`config.mk`:
```
export PLATFORM = sky130hd
export DESIGN_NAME = lprt_queue
export DESIGN_NICKNAME = d
export VERILOG_FILES = /design/src/design/lprt_pkg.sv /design/src/design/lprt_queue.sv
export SDC_FILE = /design/constraint.sdc
export NUM_CORES = 1
export LEC_CHECK = 0
export ABC_AREA = 1
export ABC_CLOCK_PERIOD_IN_PS = 12600
export BUFFER_PORTS_ARGS = -buffer_cell sky130_fd_sc_hd__buf_4
export CAP_MARGIN = 20
export CORE_ASPECT_RATIO = 2
export CORE_MARGIN = 2
export CORE_UTILIZATION = 56
export CTS_CLUSTER_SIZE = 40
export DETAILED_ROUTE_END_ITERATION = 6
export HOLD_SLACK_MARGIN = 0.06
export PLACE_DENSITY = 0.83
export SLEW_MARGIN = 15
export SYNTH_ARGS = -nofsm -noshare
export SYNTH_HDL_FRONTEND = slang
export SYNTH_SLANG_ARGS = --single-unit
```
`constraint.sdc`:
```
create_clock -name clk -period 12.6 [get_ports clk]
set_clock_uncertainty 0.1 [all_clocks]
set_input_delay 1.89 -clock clk [delete_from_list [all_inputs] [get_ports clk]]
set_output_delay 1.89 -clock clk [all_outputs]
set_load 0.01 [all_outputs]
```
`src/design/lprt_pkg.sv`:
```
// Package: shared constants, types and the hash for the linear probe request table.
`timescale 1ns / 1ps
`default_nettype none
package lprt_pkg;

	// Slot count; keep it a power of two so the home slot is a mask of the folded handle.
	localparam int TABLE_ENTRIES = 4096;
	localparam int SLOT_W        = $clog2(TABLE_ENTRIES);
	localparam int QUEUE_DEPTH   = 2;
	localparam int QUEUE_PTR_W   = $clog2(QUEUE_DEPTH);
	localparam int HASH_SHIFT_LO = 16;
	localparam int HASH_SHIFT_HI = 32;
	localparam int HANDLE_W      = 64;
	localparam int BYTES_W       = 64;
	localparam int KIND_W        = 2;
	localparam int CFG_DATA_W    = 64;
	localparam int CFG_ADDR_W    = 4;

	localparam logic FUNC_STORE = 1'b0;
	localparam logic FUNC_TAKE  = 1'b1;

	// Register 0 (null handle) lives at byte address 0; address bit 3 selects the index.
	localparam logic REG_NULL_HANDLE = 1'b0;

	typedef logic [SLOT_W-1:0] slot_t;

	typedef struct packed {
		logic                func;
		logic                is_null;
		logic [HANDLE_W-1:0] handle;
		logic [KIND_W-1:0]   kind;
		logic [BYTES_W-1:0]  bytes;
		slot_t               home;
	} cmd_t;

	typedef struct packed {
		logic                valid;
		logic [HANDLE_W-1:0] key;
		logic [KIND_W-1:0]   kind;
		logic [BYTES_W-1:0]  bytes;
	} entry_t;

	typedef enum logic [1:0] {
		ST_CLEAR,
		ST_IDLE,
		ST_PROBE
	} back_state_t;

	function automatic slot_t home_slot(input logic [HANDLE_W-1:0] h);
		logic [HANDLE_W-1:0] folded;
		folded = h ^ (h >> HASH_SHIFT_LO) ^ (h >> HASH_SHIFT_HI);
		return folded[SLOT_W-1:0];
	endfunction

endpackage
`default_nettype wire

```
`src/design/lprt_queue.sv`:
```
// Command queue: short FIFO between the front end and the probe engine.
`timescale 1ns / 1ps
`default_nettype none
module lprt_queue
	import lprt_pkg::*;
(
	input  wire logic clk,
	input  wire logic arst_n,
	input  wire logic push_valid,
	input  wire cmd_t push_cmd,
	output logic      push_ready,
	output logic      pop_valid,
	output cmd_t      pop_cmd,
	input  wire logic pop
);

	cmd_t                   buf_q [QUEUE_DEPTH];
	logic [QUEUE_PTR_W-1:0] wr_ptr_q;
	logic [QUEUE_PTR_W-1:0] rd_ptr_q;
	logic [QUEUE_PTR_W:0]   count_q;
	logic                   do_push;
	logic                   do_pop;

	assign push_ready = (count_q != (QUEUE_PTR_W + 1)'(QUEUE_DEPTH));
	assign pop_valid  = (count_q != '0);
	assign pop_cmd    = buf_q[rd_ptr_q];
	assign do_push    = push_valid && push_ready;
	assign do_pop     = pop && pop_valid;

	always_ff @(posedge clk or negedge arst_n) begin
		if (!arst_n) begin
			wr_ptr_q <= '0;
			rd_ptr_q <= '0;
			count_q  <= '0;
		end else begin
			if (do_push) begin
				wr_ptr_q <= wr_ptr_q + 1'b1;
			end
			if (do_pop) begin
				rd_ptr_q <= rd_ptr_q + 1'b1;
			end
			unique case ({do_push, do_pop})
				2'b10:   count_q <= count_q + 1'b1;
				2'b01:   count_q <= count_q - 1'b1;
				default: count_q <= count_q;
			endcase
		end
	end

	always_ff @(posedge clk) begin
		if (do_push) begin
			buf_q[wr_ptr_q] <= push_cmd;
		end
	end

endmodule
`default_nettype wire

```
==> impl_metrics.toml <==
[outcome]
status = "finished, final reports clean"

[timing]
hold_violations = 0
rsz0062_at_grt = "false"
fmax_mhz = 193
finalSetupViolCount = 0
worstMarginPinSlew_ns = 0.987
fin_crit_sh_pct = 41.1
relSlewSlack_pct = 34.2
worst_slack_ns = 7.42
tns_ns = 0
drv_slew = 0
period_needed_ns = 5.18

[clock_network]
cts_setup_buffers = 0
clockRootBuffer = "clkbuf_16"
cts_buffer_depth = 3
cts_tree = "yes"
numCtsBuffers = 24
cts.htree.levels = 1
clk_pin_slew_ns = 0.06
clkLatencyLatePin_ns = 0.51
cts_hold_buf = 0
ctsResizeCount = 0
cts_sinks = 292

[yosys]
syn_area_per_cell_um2 = 13.6
ys_types = 14
yosysTopAreaCellShare_pct = 81.2
synth_edf_count = 288
yosysTopAreaCell = "edfxtp_1"
synth_top_cells_by_count = "442 x nand2_1, 288 x edfxtp_1, 15 x buf_2"
synthCells = 781
synth_area_um2 = 10600
synth_area_leaders = "edfxtp_1 81%, nand2_1 16%, dfrtp_1 0.94%, buf_2 0.70%, buf_4 0.49%"
synth_seq_cells = 292
synth_nets = 930
async_flop_share_pct = 1.37
yosysMostFrequentCell = "nand2_1"
yosys_warnings = 0
seq_area_frac_synth_pct = 82.2
synth_flop_cell = "edfxtp_1"

[detailed_routing]
dr.first_iter.drc_count = 263
viasPerCell = 5.01
vias = 6764
drc = 0
dr_wl_met3_mm = 1.65
wl_per_cell_um = 17.0
wl_met2_mm = 12.4
finalWirelength_mm = 23.0
drt_pass1_iterations = 5
postRouteAntennaNets = 0
route.top_layer_used = "met4"
wl_met1_mm = 7.49

[floorplan]
start_util_pct = 56.8
die_area_um2 = 20200
die_width_um = 102
num_rows = 71
die_h_um = 199
core_um2 = 18700
ioPinCount = 294

[grt]
grt_use_total_pct = 22.1
grt_pass1_vias = 6860
grt_max_degree = 78
grt_overflow = 0
antenna_found_initial = 1
grt_pass1_wl_mm = 33.7

[power]
net-switching-power_uw = 1060
ir_drop_v = 0.000288
p_leak_uw = 0.00591
intPower_uw = 2200
pwr-share-seq_pct = 43.5
clkPwrFrac_pct = 22.9
p_per_area_nw_per_um2 = 234
total_power_uw = 3250
switching_share_pct = 32.5
combPwrFrac_pct = 33.6

[critical_path]
crit_arrival_ns = 3.19
cp-end-kind = "output port"
cp_slowest_cell = "dfrtp_4"
max_stage_delay_ns = 0.78
crit_required_ns = 10.61
start_kind = "register"
path_class = "reg2out"
crit_path_cell_trace = "inv_4 -> buf_4 -> nand2_1 -> nand2_1 -> buf_4"
cp_max_fo = 77

[placement]
dp_slack_ns = 7.97
dp_hpwl_mm = 15.1
portBuffers = 293
gp_congestion = 0.842

[layout]
layout.nets = 1224
drive_above_1_share_pct = 30.9
syn_to_final_growth_pct = 30.2

[flow_run]
cap_violations = 0

[hold_path]
hp-class = "reg2reg"
[cells in the final DEF, fill, tap and decap left out]
master / synthesis / layout
clkbuf_1: 9 / 7
nand2_1: 442 / 442
clkinv_2: 0 / 4
clkinvlp_4: 0 / 1
nor2_1: 3 / 1
inv_6: 0 / 1
ha_1: 1 / 1
clkbuf_16: 0 / 25
nand3_1: 2 / 2
a21oi_1: 1 / 1
clkinv_4: 0 / 1
edfxtp_1: 288 / 288
dfrtp_4: 0 / 1
bufinv_16: 0 / 3
xnor2_1: 1 / 1
clkinv_1: 0 / 2
nand4_1: 1 / 1
dfrtp_1: 4 / 3
nor2_4: 0 / 2
buf_4: 7 / 299
inv_4: 0 / 1
diode_2: 0 / 1
inv_1: 6 / 6
[stage by stage]
step / utilization [%] / area, um2 / cells / hold slack [ns]
after floorplan: - / 10600 / 781 / 0.362
after global placement: 69.7 / 13100 / 1304 / 0.379
after detailed placement: 69.7 / 13100 / 1304 / 0.394
after CTS: 74.0 / 13900 / 1348 / 0.409
after global routing: 74.0 / 13900 / 1349 / 0.436
final: 74.0 / 13900 / 1349 / 0.409
[critical path, delay by kind of cell (launching register included)]
| family | cells | cell delay (ns) |
|---|---|---|
| simple gates | 2 | 0.25 |
| flops | 1 | 0.78 |
| buf+inv | 3 | 1.49 |
[sequential cells by signal (all words and copies together) (netlist names)]
signal / cells
count_q: 2
wr_ptr_q: 1
buf_q: 288
rd_ptr_q: 1
[routing by layer]
layer	up-vias	GRT usage (%)
li1	3220	-
met1	3185	23.3
met2	278	39.1
met3	81	5.20
met4	0	13.4
met5	-	0
[power by group through the flow]
stage                     logic (uW)  clock network (uW)  registers [uW]
after floorplan                  579                   0            1440
after global placement          1080                   0            1430
after detailed placement        1100                   0            1440
after CTS                       1110                 758            1420
after global routing            1200                 791            1430
final                           1090                 745            1410
[worst paths after layout]
| check | from | slack [ns] | depth (start not counted) | to |
|---|---|---|---|---|
| worst min-delay path | count_q[0]$_DFFE_PN0P_ | 0.41 | 1 | count_q[0]$_DFFE_PN0P_ |
| max in group asynchronous | arst_n | 11.22 | 1 | rd_ptr_q$_DFFE_PN0P_ |
| min in group asynchronous | arst_n | 1.06 | 1 | count_q[1]$_DFFE_PN0P_ |
| worst max register to register | rd_ptr_q$_DFFE_PN0P_ | 10.41 | 3 | rd_ptr_q$_DFFE_PN0P_ |
| worst max-delay path | rd_ptr_q$_DFFE_PN0P_ | 7.42 | 5 | pop_cmd[4] |
| worst min register to register | count_q[0]$_DFFE_PN0P_ | 0.41 | 1 | count_q[0]$_DFFE_PN0P_ |
[cell type report]
type                    instances  area, um2
clock inverters                12        143
repair buffers                299       2240
multi-input cells             451       1730
fillers                      1162       4870
well taps                     255        319
diodes                          1       2.50
clock buffers                  32        652
inverters                       7       28.8
flip-flops and latches        292       8750
[logic make-up (layout without fill, tap and decap cells)]
| family | Yosys count | count (layout) | synth area share, % |
|---|---|---|---|
| XOR/XNOR | 1 | 1 | 0.0823 |
| AO/OA/AOI/OAI | 1 | 1 | 0.0470 |
| flip-flops | 292 | 292 | 82.2 |
| other | 0 | 1 | 0 |
| adder cells (fa/ha/maj) | 1 | 1 | 0.117 |
| buffers and inverters | 38 | 350 | 1.76 |
| AND/OR/NAND/NOR | 448 | 448 | 15.8 |
(Power assumes the default switching activity.)
