File: src/design/lprt_pkg.sv
// Package: shared constants, types and the hash for the linear probe request table.
`timescale 1ns / 1ps
`default_nettype none
package lprt_pkg;

	// Slot count; keep it a power of two so the home slot is a mask of the folded handle.
	localparam int TABLE_ENTRIES = 4096;
	localparam int SLOT_W        = $clog2(TABLE_ENTRIES);
	localparam int QUEUE_DEPTH   = 2;
	localparam int QUEUE_PTR_W   = $clog2(QUEUE_DEPTH);
	localparam int HASH_SHIFT_LO = 16;
	localparam int HASH_SHIFT_HI = 32;
	localparam int HANDLE_W      = 64;
	localparam int BYTES_W       = 64;
	localparam int KIND_W        = 2;
	localparam int CFG_DATA_W    = 64;
	localparam int CFG_ADDR_W    = 4;

	localparam logic FUNC_STORE = 1'b0;
	localparam logic FUNC_TAKE  = 1'b1;

	// Register 0 (null handle) lives at byte address 0; address bit 3 selects the index.
	localparam logic REG_NULL_HANDLE = 1'b0;

	typedef logic [SLOT_W-1:0] slot_t;

	typedef struct packed {
		logic                func;
		logic                is_null;
		logic [HANDLE_W-1:0] handle;
		logic [KIND_W-1:0]   kind;
		logic [BYTES_W-1:0]  bytes;
		slot_t               home;
	} cmd_t;

	typedef struct packed {
		logic                valid;
		logic [HANDLE_W-1:0] key;
		logic [KIND_W-1:0]   kind;
		logic [BYTES_W-1:0]  bytes;
	} entry_t;

	typedef enum logic [1:0] {
		ST_CLEAR,
		ST_IDLE,
		ST_PROBE
	} back_state_t;

	function automatic slot_t home_slot(input logic [HANDLE_W-1:0] h);
		logic [HANDLE_W-1:0] folded;
		folded = h ^ (h >> HASH_SHIFT_LO) ^ (h >> HASH_SHIFT_HI);
		return folded[SLOT_W-1:0];
	endfunction

endpackage
`default_nettype wire

File: src/design/lprt_req_if.sv
// Interface: request channel carrying one store or take item.
`timescale 1ns / 1ps
`default_nettype none
interface lprt_req_if;
	logic        valid;
	logic        ready;
	logic        func;
	logic [63:0] request_handle;
	logic [1:0]  entry_kind;
	logic [63:0] byte_count;

	modport source (
		output valid, func, request_handle, entry_kind, byte_count,
		input  ready
	);
	modport sink (
		input  valid, func, request_handle, entry_kind, byte_count,
		output ready
	);
endinterface
`default_nettype wire

File: src/design/lprt_front.sv
// Front end: accept request transfers, flag null handles and compute the home slot.
`timescale 1ns / 1ps
`default_nettype none
module lprt_front
	import lprt_pkg::*;
(
	input  wire logic                  clk,
	input  wire logic                  arst_n,
	lprt_req_if.sink                   req,
	input  wire logic [HANDLE_W-1:0]   null_handle,
	input  wire logic                  clearing,
	output logic                       push_valid,
	output cmd_t                       push_cmd,
	input  wire logic                  push_ready
);

	logic v_s1;
	cmd_t cmd_s1;
	logic accept;

	assign req.ready  = !clearing && (!v_s1 || push_ready);
	assign accept     = req.valid && req.ready;
	assign push_valid = v_s1;
	assign push_cmd   = cmd_s1;

	always_ff @(posedge clk or negedge arst_n) begin
		if (!arst_n) begin
			v_s1 <= 1'b0;
		end else if (accept) begin
			v_s1 <= 1'b1;
		end else if (push_ready) begin
			v_s1 <= 1'b0;
		end
	end

	always_ff @(posedge clk) begin
		if (accept) begin
			cmd_s1.func    <= req.func;
			cmd_s1.is_null <= (req.request_handle == null_handle);
			cmd_s1.handle  <= req.request_handle;
			cmd_s1.kind    <= req.entry_kind;
			cmd_s1.bytes   <= req.byte_count;
			cmd_s1.home    <= home_slot(req.request_handle);
		end
	end

endmodule
`default_nettype wire

File: src/flat_wrapper.sv
// flat-port wrapper written by rule: the top's interface ports become plain ports
module lprt_front_flat import lprt_pkg::*;
  (clk, arst_n, null_handle, clearing, push_valid, push_cmd, push_ready, req_valid, req_func, req_request_handle, req_entry_kind, req_byte_count, req_ready);
  lprt_req_if req_i ();
  input  wire logic clk;
  input  wire logic arst_n;
  input  wire logic [HANDLE_W-1:0] null_handle;
  input  wire logic clearing;
  output logic push_valid;
  output cmd_t push_cmd;
  input  wire logic push_ready;
  input wire logic [$bits(req_i.valid)-1:0] req_valid;
  input wire logic [$bits(req_i.func)-1:0] req_func;
  input wire logic [$bits(req_i.request_handle)-1:0] req_request_handle;
  input wire logic [$bits(req_i.entry_kind)-1:0] req_entry_kind;
  input wire logic [$bits(req_i.byte_count)-1:0] req_byte_count;
  output wire logic [$bits(req_i.ready)-1:0] req_ready;
  assign req_i.valid = req_valid;
  assign req_i.func = req_func;
  assign req_i.request_handle = req_request_handle;
  assign req_i.entry_kind = req_entry_kind;
  assign req_i.byte_count = req_byte_count;
  assign req_ready = req_i.ready;
  lprt_front u_core (.clk(clk), .arst_n(arst_n), .req(req_i), .null_handle(null_handle), .clearing(clearing), .push_valid(push_valid), .push_cmd(push_cmd), .push_ready(push_ready));
endmodule
File: config.mk
export PLATFORM = sky130hd
export DESIGN_NAME = lprt_front_flat
export DESIGN_NICKNAME = d
export VERILOG_FILES = /design/src/design/lprt_pkg.sv /design/src/design/lprt_req_if.sv /design/src/design/lprt_front.sv /design/src/flat_wrapper.sv
export SDC_FILE = /design/constraint.sdc
export NUM_CORES = 1
export LEC_CHECK = 0
export BUFFER_PORTS_ARGS = -buffer_cell sky130_fd_sc_hd__buf_2
export CAP_MARGIN = 0
export CORE_AREA = 2 2 133 135
export DETAILED_ROUTE_END_ITERATION = 8
export DIE_AREA = 0 0 135 137
export GPL_ROUTABILITY_DRIVEN = 0
export MAX_ROUTING_LAYER = met4
export SYNTH_ARGS = -nofsm -noshare
export SYNTH_HDL_FRONTEND = slang
export SYNTH_SLANG_ARGS = --single-unit
File: constraint.sdc
create_clock -name clk -period 12.7 [get_ports clk]
set_input_delay 2.54 -clock clk [delete_from_list [all_inputs] [get_ports clk]]
set_output_delay 2.54 -clock clk [all_outputs]
set_load 0.05 [all_outputs]
==> impl_results.md, run 1 <==
- DRC viols: 0
- GR Util All Layers: 15.6%
- Syn avg cell area: 20.5 um^2
- Share of layout cells above drive strength 1: 59.4%
- VDD IR max: approximately 0.000095 V
- Unrepaired setup endpoints after global routing: false
- Post-Place Cell Area: roughly 0.0073 mm^2
- Multi-input logic area: 930 um^2
- Yosys warns: 0
- Num rows: 48
- Die area: 0.0185 mm^2
- Reg clk slew, reported paths: 0.07 ns
- Worst skew pair latency: 0.41 ns
- Clk pwr share: between 30% and 40%
- PnR worst setup slack: 7.04 ns
- Final net count: ~800
- Final core occ: 46.0%
- Sequential area share after synthesis: 82.4%
- Largest family of logic cells by synthesized area: XOR/XNOR gates
- Slew Limit Headroom: 31.6%
- DR vias/cell: 4.23
- Placed cell count: 829
- Distinct cells, synth: 11
- Combinational share of power: 14.5%
- DRT iter0 DRCs: approximately 140
- Clock Sink Count: 145
- N_diodes: 0
- Worst Path Required: 10.16 ns
- Max cap viols: 0
- Critical Path Start Type: input port
- Static leakage: 3.33 nW
- Max Buffers Root-to-Sink: 2
- Worst hold margin: 0.505 ns
- Final-report max-slew violation count: 0
- Critical path class: input port to output port
- Worst Path Arrival: 3.12 ns
- Mux share of post-synthesis cell area: 0%
- Root Buffer: clkbuf_16
- Synth Area in XOR/XNOR: 14.6%
- Post-CTS sizing: 0
- Via count: about 3600
- First-pass iteration count of the detailed router: 4
- Pre-CTS setup slack: 7.04 ns
- Antenna violations before repair: 0
- Vias in the first global route: about 3700
- Synth Cell Area: 0.00528 mm^2
- Hold Buf Count CTS: 0
- Area grow syn2layout: 48.5%
- Adder-Cell Fraction of Synth Area: 0%
- Skew final: 0.0116 ns
- Global-route wire length before repair: 20400 um
- Gr ovfl total: 0
- Synthesized-area fraction occupied by and/or/nand/nor cells: 2.73%
- Mapped Nets: 458
- #FFs+latches synth: 145
- Part of the power in registers: 46.8%
- Worst hold path type: flip-flop to flip-flop
- Sw power: 0.334 mW
- Post-CTS setup buffer count: 0
- Core Region: 0.0171 mm^2
- Port Buffer Count: 345
- H-Tree Depth: 4
- Largest net degree at the start of global routing: 75
- Setup TNS: 0 ns
- Die width: 135 um
- Die height: 137 um
- DRT Wirelength: 14400 um
- Fin area: 0.00784 mm^2
- Non-filler cells, final: 861
- Fmax: 0.177 GHz
- Routed Antenna Nets: 0
- Register Area: 0.00435 mm^2
- DP Wirelength: 11500 um
- Total Power: 1.19 mW
- Post-DR wirelength/cell: 16.8 um
- Compound-Gate Fraction of Synth Area: 0.237%
- Mapped Cells: 258
- Power Dens Cells: 152 mW/mm^2
- Slew @ Worst Pin: 1.03 ns
- Final hold vios: 0
- CTS tree: yes
- Post-route minimum period: 5.66 ns
- Internal Pwr Total: 0.860 mW
- CP Capture Type: output port
- Status: completed
- Count of final setup violators: 0
- Sw Share: between 20% and 30%
- Starting Density: between 30% and 40%
- Period utilization: 44.6%
- CTS Buf Count: 17
- Crit Path Max Fanout: 2
- I/O pins: between 300 and 400
- Fillers: 1579
-- critical path, stage by stage --
cell and delay (ns):
buf_2 0.07, inv_1 0.04, a21oi_1 0.17, buf_2 0.29
-- cells in the mapped netlist --
cell / instances / area share, %
a21o_1: 1 / 0.14
a21oi_1: 1 / 0.095
and2_1: 1 / 0.12
dfrtp_1: 1 / 0.47
edfxtp_1: 144 / 82
inv_1: 1 / 0.071
nand4_1: 4 / 0.47
nor4_1: 16 / 1.9
nor4_2: 1 / 0.24
xnor2_1: 24 / 4.0
xor2_1: 64 / 11
-- state kept, by name (all words and copies together) (netlist names) --
signal	flops
u_core.push_valid	1
u_core.push_cmd	144
-- per-layer routing --
metal	GRT usage [%]	routed length (um)
met2	26.3	7500
met3	5.15	1120
met1	17.6	5660
met5	-	0
met4	4.63	154
-- final timing paths --
check	start	end	slack, ns	cells past startpoint
worst max-delay path	push_ready	req_ready	7.04	4
worst min-delay path	u_core.push_valid$_DFFE_PN0P_	u_core.push_valid$_DFFE_PN0P_	0.50	1
worst max register to register	u_core.push_valid$_DFFE_PN0P_	u_core.push_cmd[56]$_DFFE_PP_	9.99	3
worst min register to register	u_core.push_valid$_DFFE_PN0P_	u_core.push_valid$_DFFE_PN0P_	0.50	1
max in group asynchronous	arst_n	u_core.push_valid$_DFFE_PN0P_	10.73	1
min in group asynchronous	arst_n	u_core.push_valid$_DFFE_PN0P_	1.88	1
-- kinds of logic (layout without fill, tap and decap cells) --
family | after synthesis | in the layout
buffers and inverters | 1 | 379
AO/OA/AOI/OAI | 2 | 2
flip-flops | 145 | 145
XOR/XNOR | 88 | 88
AND/OR/NAND/NOR | 22 | 22
-- cell type report --
| type | count | area share (%) |
|---|---|---|
| Inverter | 1 | 0.0479 |
| Multi-Input combinational cell | 112 | 11.9 |
| Clock inverter | 15 | 1.52 |
| Clock buffer | 17 | 5.42 |
| Sequential cell | 145 | 55.5 |
| Timing Repair Buffer | 346 | 22.1 |
| Tap cell | 225 | 3.59 |
-- power groups by stage --
stage	registers, mW	logic (mW)	clock network [mW]
3_5_place_dp	0.570	0.175	0
4_1_cts	0.560	0.175	0.475
5_1_grt	0.561	0.184	0.497
2_1_floorplan	0.647	0.0316	0
6_report	0.559	0.173	0.462
3_3_place_gp	0.569	0.173	0
-- cell usage in the layout (no fill, tap or decap), types with 2 or more instances in the layout --
master / instances
clkinv_1: 2
inv_6: 6
nor4_1: 16
inv_8: 2
clkbuf_16: 17
xor2_1: 64
xnor2_1: 24
edfxtp_1: 144
buf_2: 345
nand4_1: 4
clkinvlp_4: 3
Note: power is estimated with default switching activity, not from simulation.
==> run 2, diff against run 1 <==
--- a/config.mk
+++ b/config.mk
@@ -5,11 +5,12 @@
 export SDC_FILE = /design/constraint.sdc
 export NUM_CORES = 1
 export LEC_CHECK = 0
+export ABC_AREA = 1
 export BUFFER_PORTS_ARGS = -buffer_cell sky130_fd_sc_hd__buf_2
 export CAP_MARGIN = 0
-export CORE_AREA = 2 2 133 135
+export CORE_AREA = 2 2 135 137
 export DETAILED_ROUTE_END_ITERATION = 8
-export DIE_AREA = 0 0 135 137
+export DIE_AREA = 0 0 137 139
 export GPL_ROUTABILITY_DRIVEN = 0
 export MAX_ROUTING_LAYER = met4
 export SYNTH_ARGS = -nofsm -noshare
==> constraint.sdc (replaced) <==
create_clock -name clk -period 5.7 [get_ports clk]
set_input_delay 1.14 -clock clk [delete_from_list [all_inputs] [get_ports clk]]
set_output_delay 1.14 -clock clk [all_outputs]
set_load 0.05 [all_outputs]
==> impl_results.md, run 2 <==
- Status: completed
- Post-Place Cell Area: 0.00753 mm^2
- Reg clk slew, reported paths: about 0.060 ns
- Reg2reg start: u_core.push_valid$_DFFE_PN0P_
- Max cap viols: 0
- Starting Density: 31.1%
- Synth area leaders: edfxtp_1, xnor2_1, nand2_1
- Post-route minimum period: 2.88 ns
- Period utilization: 50.5%
- Unrepaired setup endpoints after global routing: false
- Buf/Inv on CP: 2
- Post-CTS sizing: 0
- Synth Cell Area: 0.00548 mm^2
- DR vias/cell: about 4
- Max Buffers Root-to-Sink: 2
- Root Buffer: clkbuf_16
- Post-DR wirelength/cell: 14.7 um
- Core Region: 0.0177 mm^2
- First-pass iteration count of the detailed router: 4
- Distinct cells, synth: 9
- DRT Wirelength: approximately 14000 um
- N_diodes: 0
- Slew Limit Headroom: 42.5%
- Worst Path Arrival: 1.74 ns
- DRT iter0 DRCs: 160
- Die height: 139 um
- DRC viols: 0
- Final-report max-slew violation count: 0
- Crit Path Max Fanout: 2
- Final net count: 907
- Antenna violations before repair: 0
- Routed Antenna Nets: 0
- Sequential area share after synthesis: between 70% and 80%
- Hold Buf Count CTS: 0
- Clock Sink Count: 145
- Die area: about 0.019 mm^2
- Worst hold path type: input port to asynchronous set/reset pin
- CP delay by family, top: buffers and inverters
- Multi-input logic area: 0.00106 mm^2
- Fmax: 0.348 GHz
- Commonest cells in the netlist: edfxtp_1, nand2_1, xnor2_1
- Max stage delay cell, worst path: nor2_1
- Mapped Cells: ~340
- Gr ovfl total: 0
- Max reg flops: 144
- CP max stage delay: 0.22 ns
- VDD IR max: around 0.00019 V
- Post-synth EDFFs: 144
- CTS Buf Count: 17
- Post-CTS setup buffer count: 0
- Die width: 137 um
- Largest net degree at the start of global routing: 145
- Fillers: 1631
- Ys async rst share: 0.690%
- Mapped Nets: 542
- Worst Path Required: 4.56 ns
- Synth Flop Type: edfxtp_1
- Register Area: 0.00435 mm^2
- CTS tree: yes
- Worst hold margin: 0.486 ns
- H-Tree Depth: 4
- Critical Path Start Type: input port
- Yosys warns: 0
- CP Capture Type: output port
- Skew final: approximately 0.0084 ns
- Slew @ Worst Pin: 0.862 ns
- GR Util All Layers: approximately 15%
- Yosys top cell by area: edfxtp_1
- Port Buffer Count: between 300 and 400
- Setup TNS: 0 ns
- Via count: 3909
- Fin area: 0.00810 mm^2
- Crit path from: push_ready
- DP Wirelength: 11000 um
- Worst skew pair latency: 0.41 ns
- Vias in the first global route: around 4000
- Final hold vios: 0
- Critical path class: input port to output port
- Power Dens Cells: 335 mW/mm^2
- PnR worst setup slack: around 2.8 ns
- Yosys top cell area share: between 70 and 80%
- Commonest non-fill, non-tap cell in the layout: buf_2
- I/O pins: 346
- Syn avg cell area: 16.0 um^2
- Global-route wire length before repair: around 21000 um
- Area grow syn2layout: 47.7%
- Reg2Reg Setup Slack: 3.94 ns
- #FFs+latches synth: roughly 150
- Top-count cell post-synth: edfxtp_1
- Static leakage: around 3.5 nW
- CP cell instances: buf_2, nor2_1, nor2_1, buf_2
- Num rows: about 50
- Most frequent cells in the layout: buf_2, edfxtp_1, xnor2_1, nand2_1, nor2_1
- Pre-CTS setup slack: 2.83 ns
- Count of final setup violators: 0
- Share of layout cells above drive strength 1: 52.5%
[run 2: worst paths after layout]
kind / end / depth (start not counted)
worst min register to register: u_core.push_valid$_DFFE_PN0P_ / 2
worst max register to register: u_core.push_cmd[125]$_DFFE_PP_ / 4
worst max-delay path: req_ready / 4
max in group asynchronous: u_core.push_valid$_DFFE_PN0P_ / 1
min in group clk: u_core.push_valid$_DFFE_PN0P_ / 2
worst min-delay path: u_core.push_valid$_DFFE_PN0P_ / 1
[run 2: where the power goes]
part | switching, mW | total (mW) | internal, mW
combinational | 0.269 | 0.394 | 0.125
clock | 0.463 | 1.08 | 0.614
sequential | 0.00994 | 1.24 | 1.23
total | 0.741 | 2.71 | 1.97
[run 2: area by class of cell]
class,count,share of cell area (%)
clock inverters,14,1.78
flip-flops and latches,145,53.7
well taps,229,3.54
repair buffers,346,21.6
multi-input cells,175,13.1
inverters,22,1.02
clock buffers,18,5.30
[run 2: through the flow]
step / util, % / std cells / total power [mW]
4_1_cts: 45.9 / 949 / 2.75
5_1_grt: 45.9 / 949 / 2.82
3_3_place_gp: 42.6 / 917 / 1.66
3_5_place_dp: 42.6 / 917 / 1.67
6_report: 45.9 / 949 / 2.71
2_1_floorplan: - / 342 / 1.52
[run 2: metal layers]
| metal | global-route usage [%] | wire length (um) | vias up |
|---|---|---|---|
| met2 | 24.6 | 6980 | 224 |
| met4 | 6.19 | 367 | 0 |
| met3 | 5.23 | 1330 | 31 |
| li1 | - | - | 1899 |
| met5 | - | 0 | - |
| met1 | 16.3 | 5310 | 1755 |
[run 2: cells by family (layout without fill, tap and decap cells)]
kind of cell | Yosys count | count (layout) | share of synthesized area, %
AND/OR/NAND/NOR | 96 | 96 | 6.60
AO/OA/AOI/OAI | 1 | 1 | 0.114
XOR/XNOR | 78 | 78 | 12.5
buffers and inverters | 22 | 400 | 1.51
flip-flops | 145 | 145 | 79.3
==> run 3, diff against run 2 <==
==> constraint.sdc (replaced) <==
create_clock -name clk -period 2.9 [get_ports clk]
set_input_delay 0.58 -clock clk [delete_from_list [all_inputs] [get_ports clk]]
set_output_delay 0.58 -clock clk [all_outputs]
set_load 0.05 [all_outputs]
==> impl_results.md, run 3 (same netlist as run 2, synthesis figures left out) <==
- Max reg flops: 144
- Post-Place Cell Area: 0.00755 mm^2
- Routed Antenna Nets: 0
- Port Buffer Count: 345
- Post-CTS setup buffer count: 0
- Die width: 137 um
- Sw Share: 27.4%
- First-pass iteration count of the detailed router: 4
- Max cap viols: 0
- Internal Pwr Total: roughly 3.9 mW
- Area grow syn2layout: 48.4%
- Critical Path Start Type: flip-flop
- I/O pins: around 350
- Largest net degree at the start of global routing: between 70 and 80
- Critical path class: flip-flop to output port
- Antenna violations before repair: 0
- DP Wirelength: 11800 um
- Share of layout cells above drive strength 1: 52.9%
- Pre-CTS setup slack: 1.09 ns
- Worst Path Required: 2.32 ns
- Vias in the first global route: approximately 4100
- Total Power: 5.34 mW
- CTS tree: yes
- Worst hold path type: input port to flip-flop
- Post-route minimum period: 1.85 ns
- Period utilization: about 64%
- Combinational share of power: 14.7%
- Crit Path Max Fanout: 2
- Worst skew pair latency: 0.41 ns
- PnR worst setup slack: 1.05 ns
- GR Util All Layers: 15.4%
- DRC viols: 0
- Slew Limit Headroom: 70.1%
- Post-CTS sizing: 0
- Worst hold margin: around 0.34 ns
- Setup TNS: 0 ns
- Worst Path Arrival: approximately 1.3 ns
- DRT iter0 DRCs: 129
- Global-route wire length before repair: approximately 21000 um
- Static leakage: 3.48 nW
- CTS Buf Count: 17
- Commonest non-fill, non-tap cell in the layout: buf_2
- Skew final: 0.00621 ns
- Via count: 3946
- DRT Wirelength: between 10000 and 15000 um
- Die height: about 140 um
- Final hold vios: 0
- Reg clk slew, reported paths: roughly 0.06 ns
- Most frequent cells in the layout: buf_2, edfxtp_1, xnor2_1, nand2_1, nor2_1
- Post-DR wirelength/cell: 15.4 um
- Clk pwr share: 39.6%
- Gr ovfl total: 0
- Power Dens Cells: 657 mW/mm^2
- Max Buffers Root-to-Sink: 2
- Num rows: between 40 and 50
- Fmax: 0.542 GHz
- VDD IR max: 0.000368 V
- Count of final setup violators: 0
- CP Capture Type: output port
- Part of the power in registers: 45.8%
- Final-report max-slew violation count: 0
- Starting Density: 31.1%
- Unrepaired setup endpoints after global routing: false
- Sw power: between 1 and 1.5 mW
- Die area: 0.0190 mm^2
- Status: completed
- H-Tree Depth: 4
- N_diodes: 0
- Final net count: 909
- Core Region: 0.0177 mm^2
- Hold Buf Count CTS: 1
- DR vias/cell: 4.15
- Root Buffer: clkbuf_16
- Slew @ Worst Pin: about 0.45 ns
- Fin area: 0.00814 mm^2
- Clock Sink Count: 145
run 3: path summary, 6_finish.rpt:
kind | from | end | slack (ns) | depth (start not counted)
max in group asynchronous | arst_n | u_core.push_valid$_DFFE_PN0P_ | 2.34 | 2
min | req_byte_count[53] | u_core.push_cmd[65]$_DFFE_PP_ | 0.34 | 1
max | u_core.push_valid$_DFFE_PN0P_ | req_ready | 1.05 | 4
max reg2reg | u_core.push_valid$_DFFE_PN0P_ | u_core.push_cmd[28]$_DFFE_PP_ | 1.29 | 4
min in group asynchronous | arst_n | u_core.push_valid$_DFFE_PN0P_ | 0.46 | 2
min reg2reg | u_core.push_valid$_DFFE_PN0P_ | u_core.push_valid$_DFFE_PN0P_ | 0.58 | 2
run 3: area by class of cell:
cell class | count | area, um^2
Sequential cell | 145 | 4350
Fill cell | 1653 | 9520
Clock buffer | 17 | 425
Timing Repair Buffer | 348 | 1780
Tap cell | 229 | 287
Inverter | 22 | 82.6
Multi-Input combinational cell | 175 | 1060
Clock inverter | 15 | 149
run 3: critical path: stages, from the launching register on:
cell and delay, ns:
dfrtp_2 0.40, inv_2 0.06, nor2_2 0.05, nor2_1 0.08, buf_2 0.26
run 3: per-stage QoR:
stage / std cells / util [%]
floorplan: 342 / -
global placement: 918 / 42.8
detailed placement: 918 / 42.8
CTS: 951 / 46.1
global route: 951 / 46.1
finish: 951 / 46.1
run 3: per-layer routing:
| metal | vias to the layer above | wire length, um | part of all wire, % | GRT usage [%] |
|---|---|---|---|---|
| li1 | 1914 | - | - | - |
| met3 | 20 | 1260 | 8.6 | 3.98 |
| met1 | 1794 | 5660 | 39 | 16.8 |
| met4 | 0 | 290 | 2.0 | 6.24 |
| met2 | 218 | 7460 | 51 | 26.4 |
| met5 | - | 0 | 0 | - |
run 3: power by group through the flow:
stage | Sequential (mW) | Clock, mW | Combinational [mW]
after floorplan | 2.81 | 0 | 0.177
after global placement | 2.49 | 0 | 0.782
after detailed placement | 2.49 | 0 | 0.793
after CTS | 2.45 | 2.19 | 0.795
after global routing | 2.45 | 2.28 | 0.838
final | 2.44 | 2.11 | 0.785
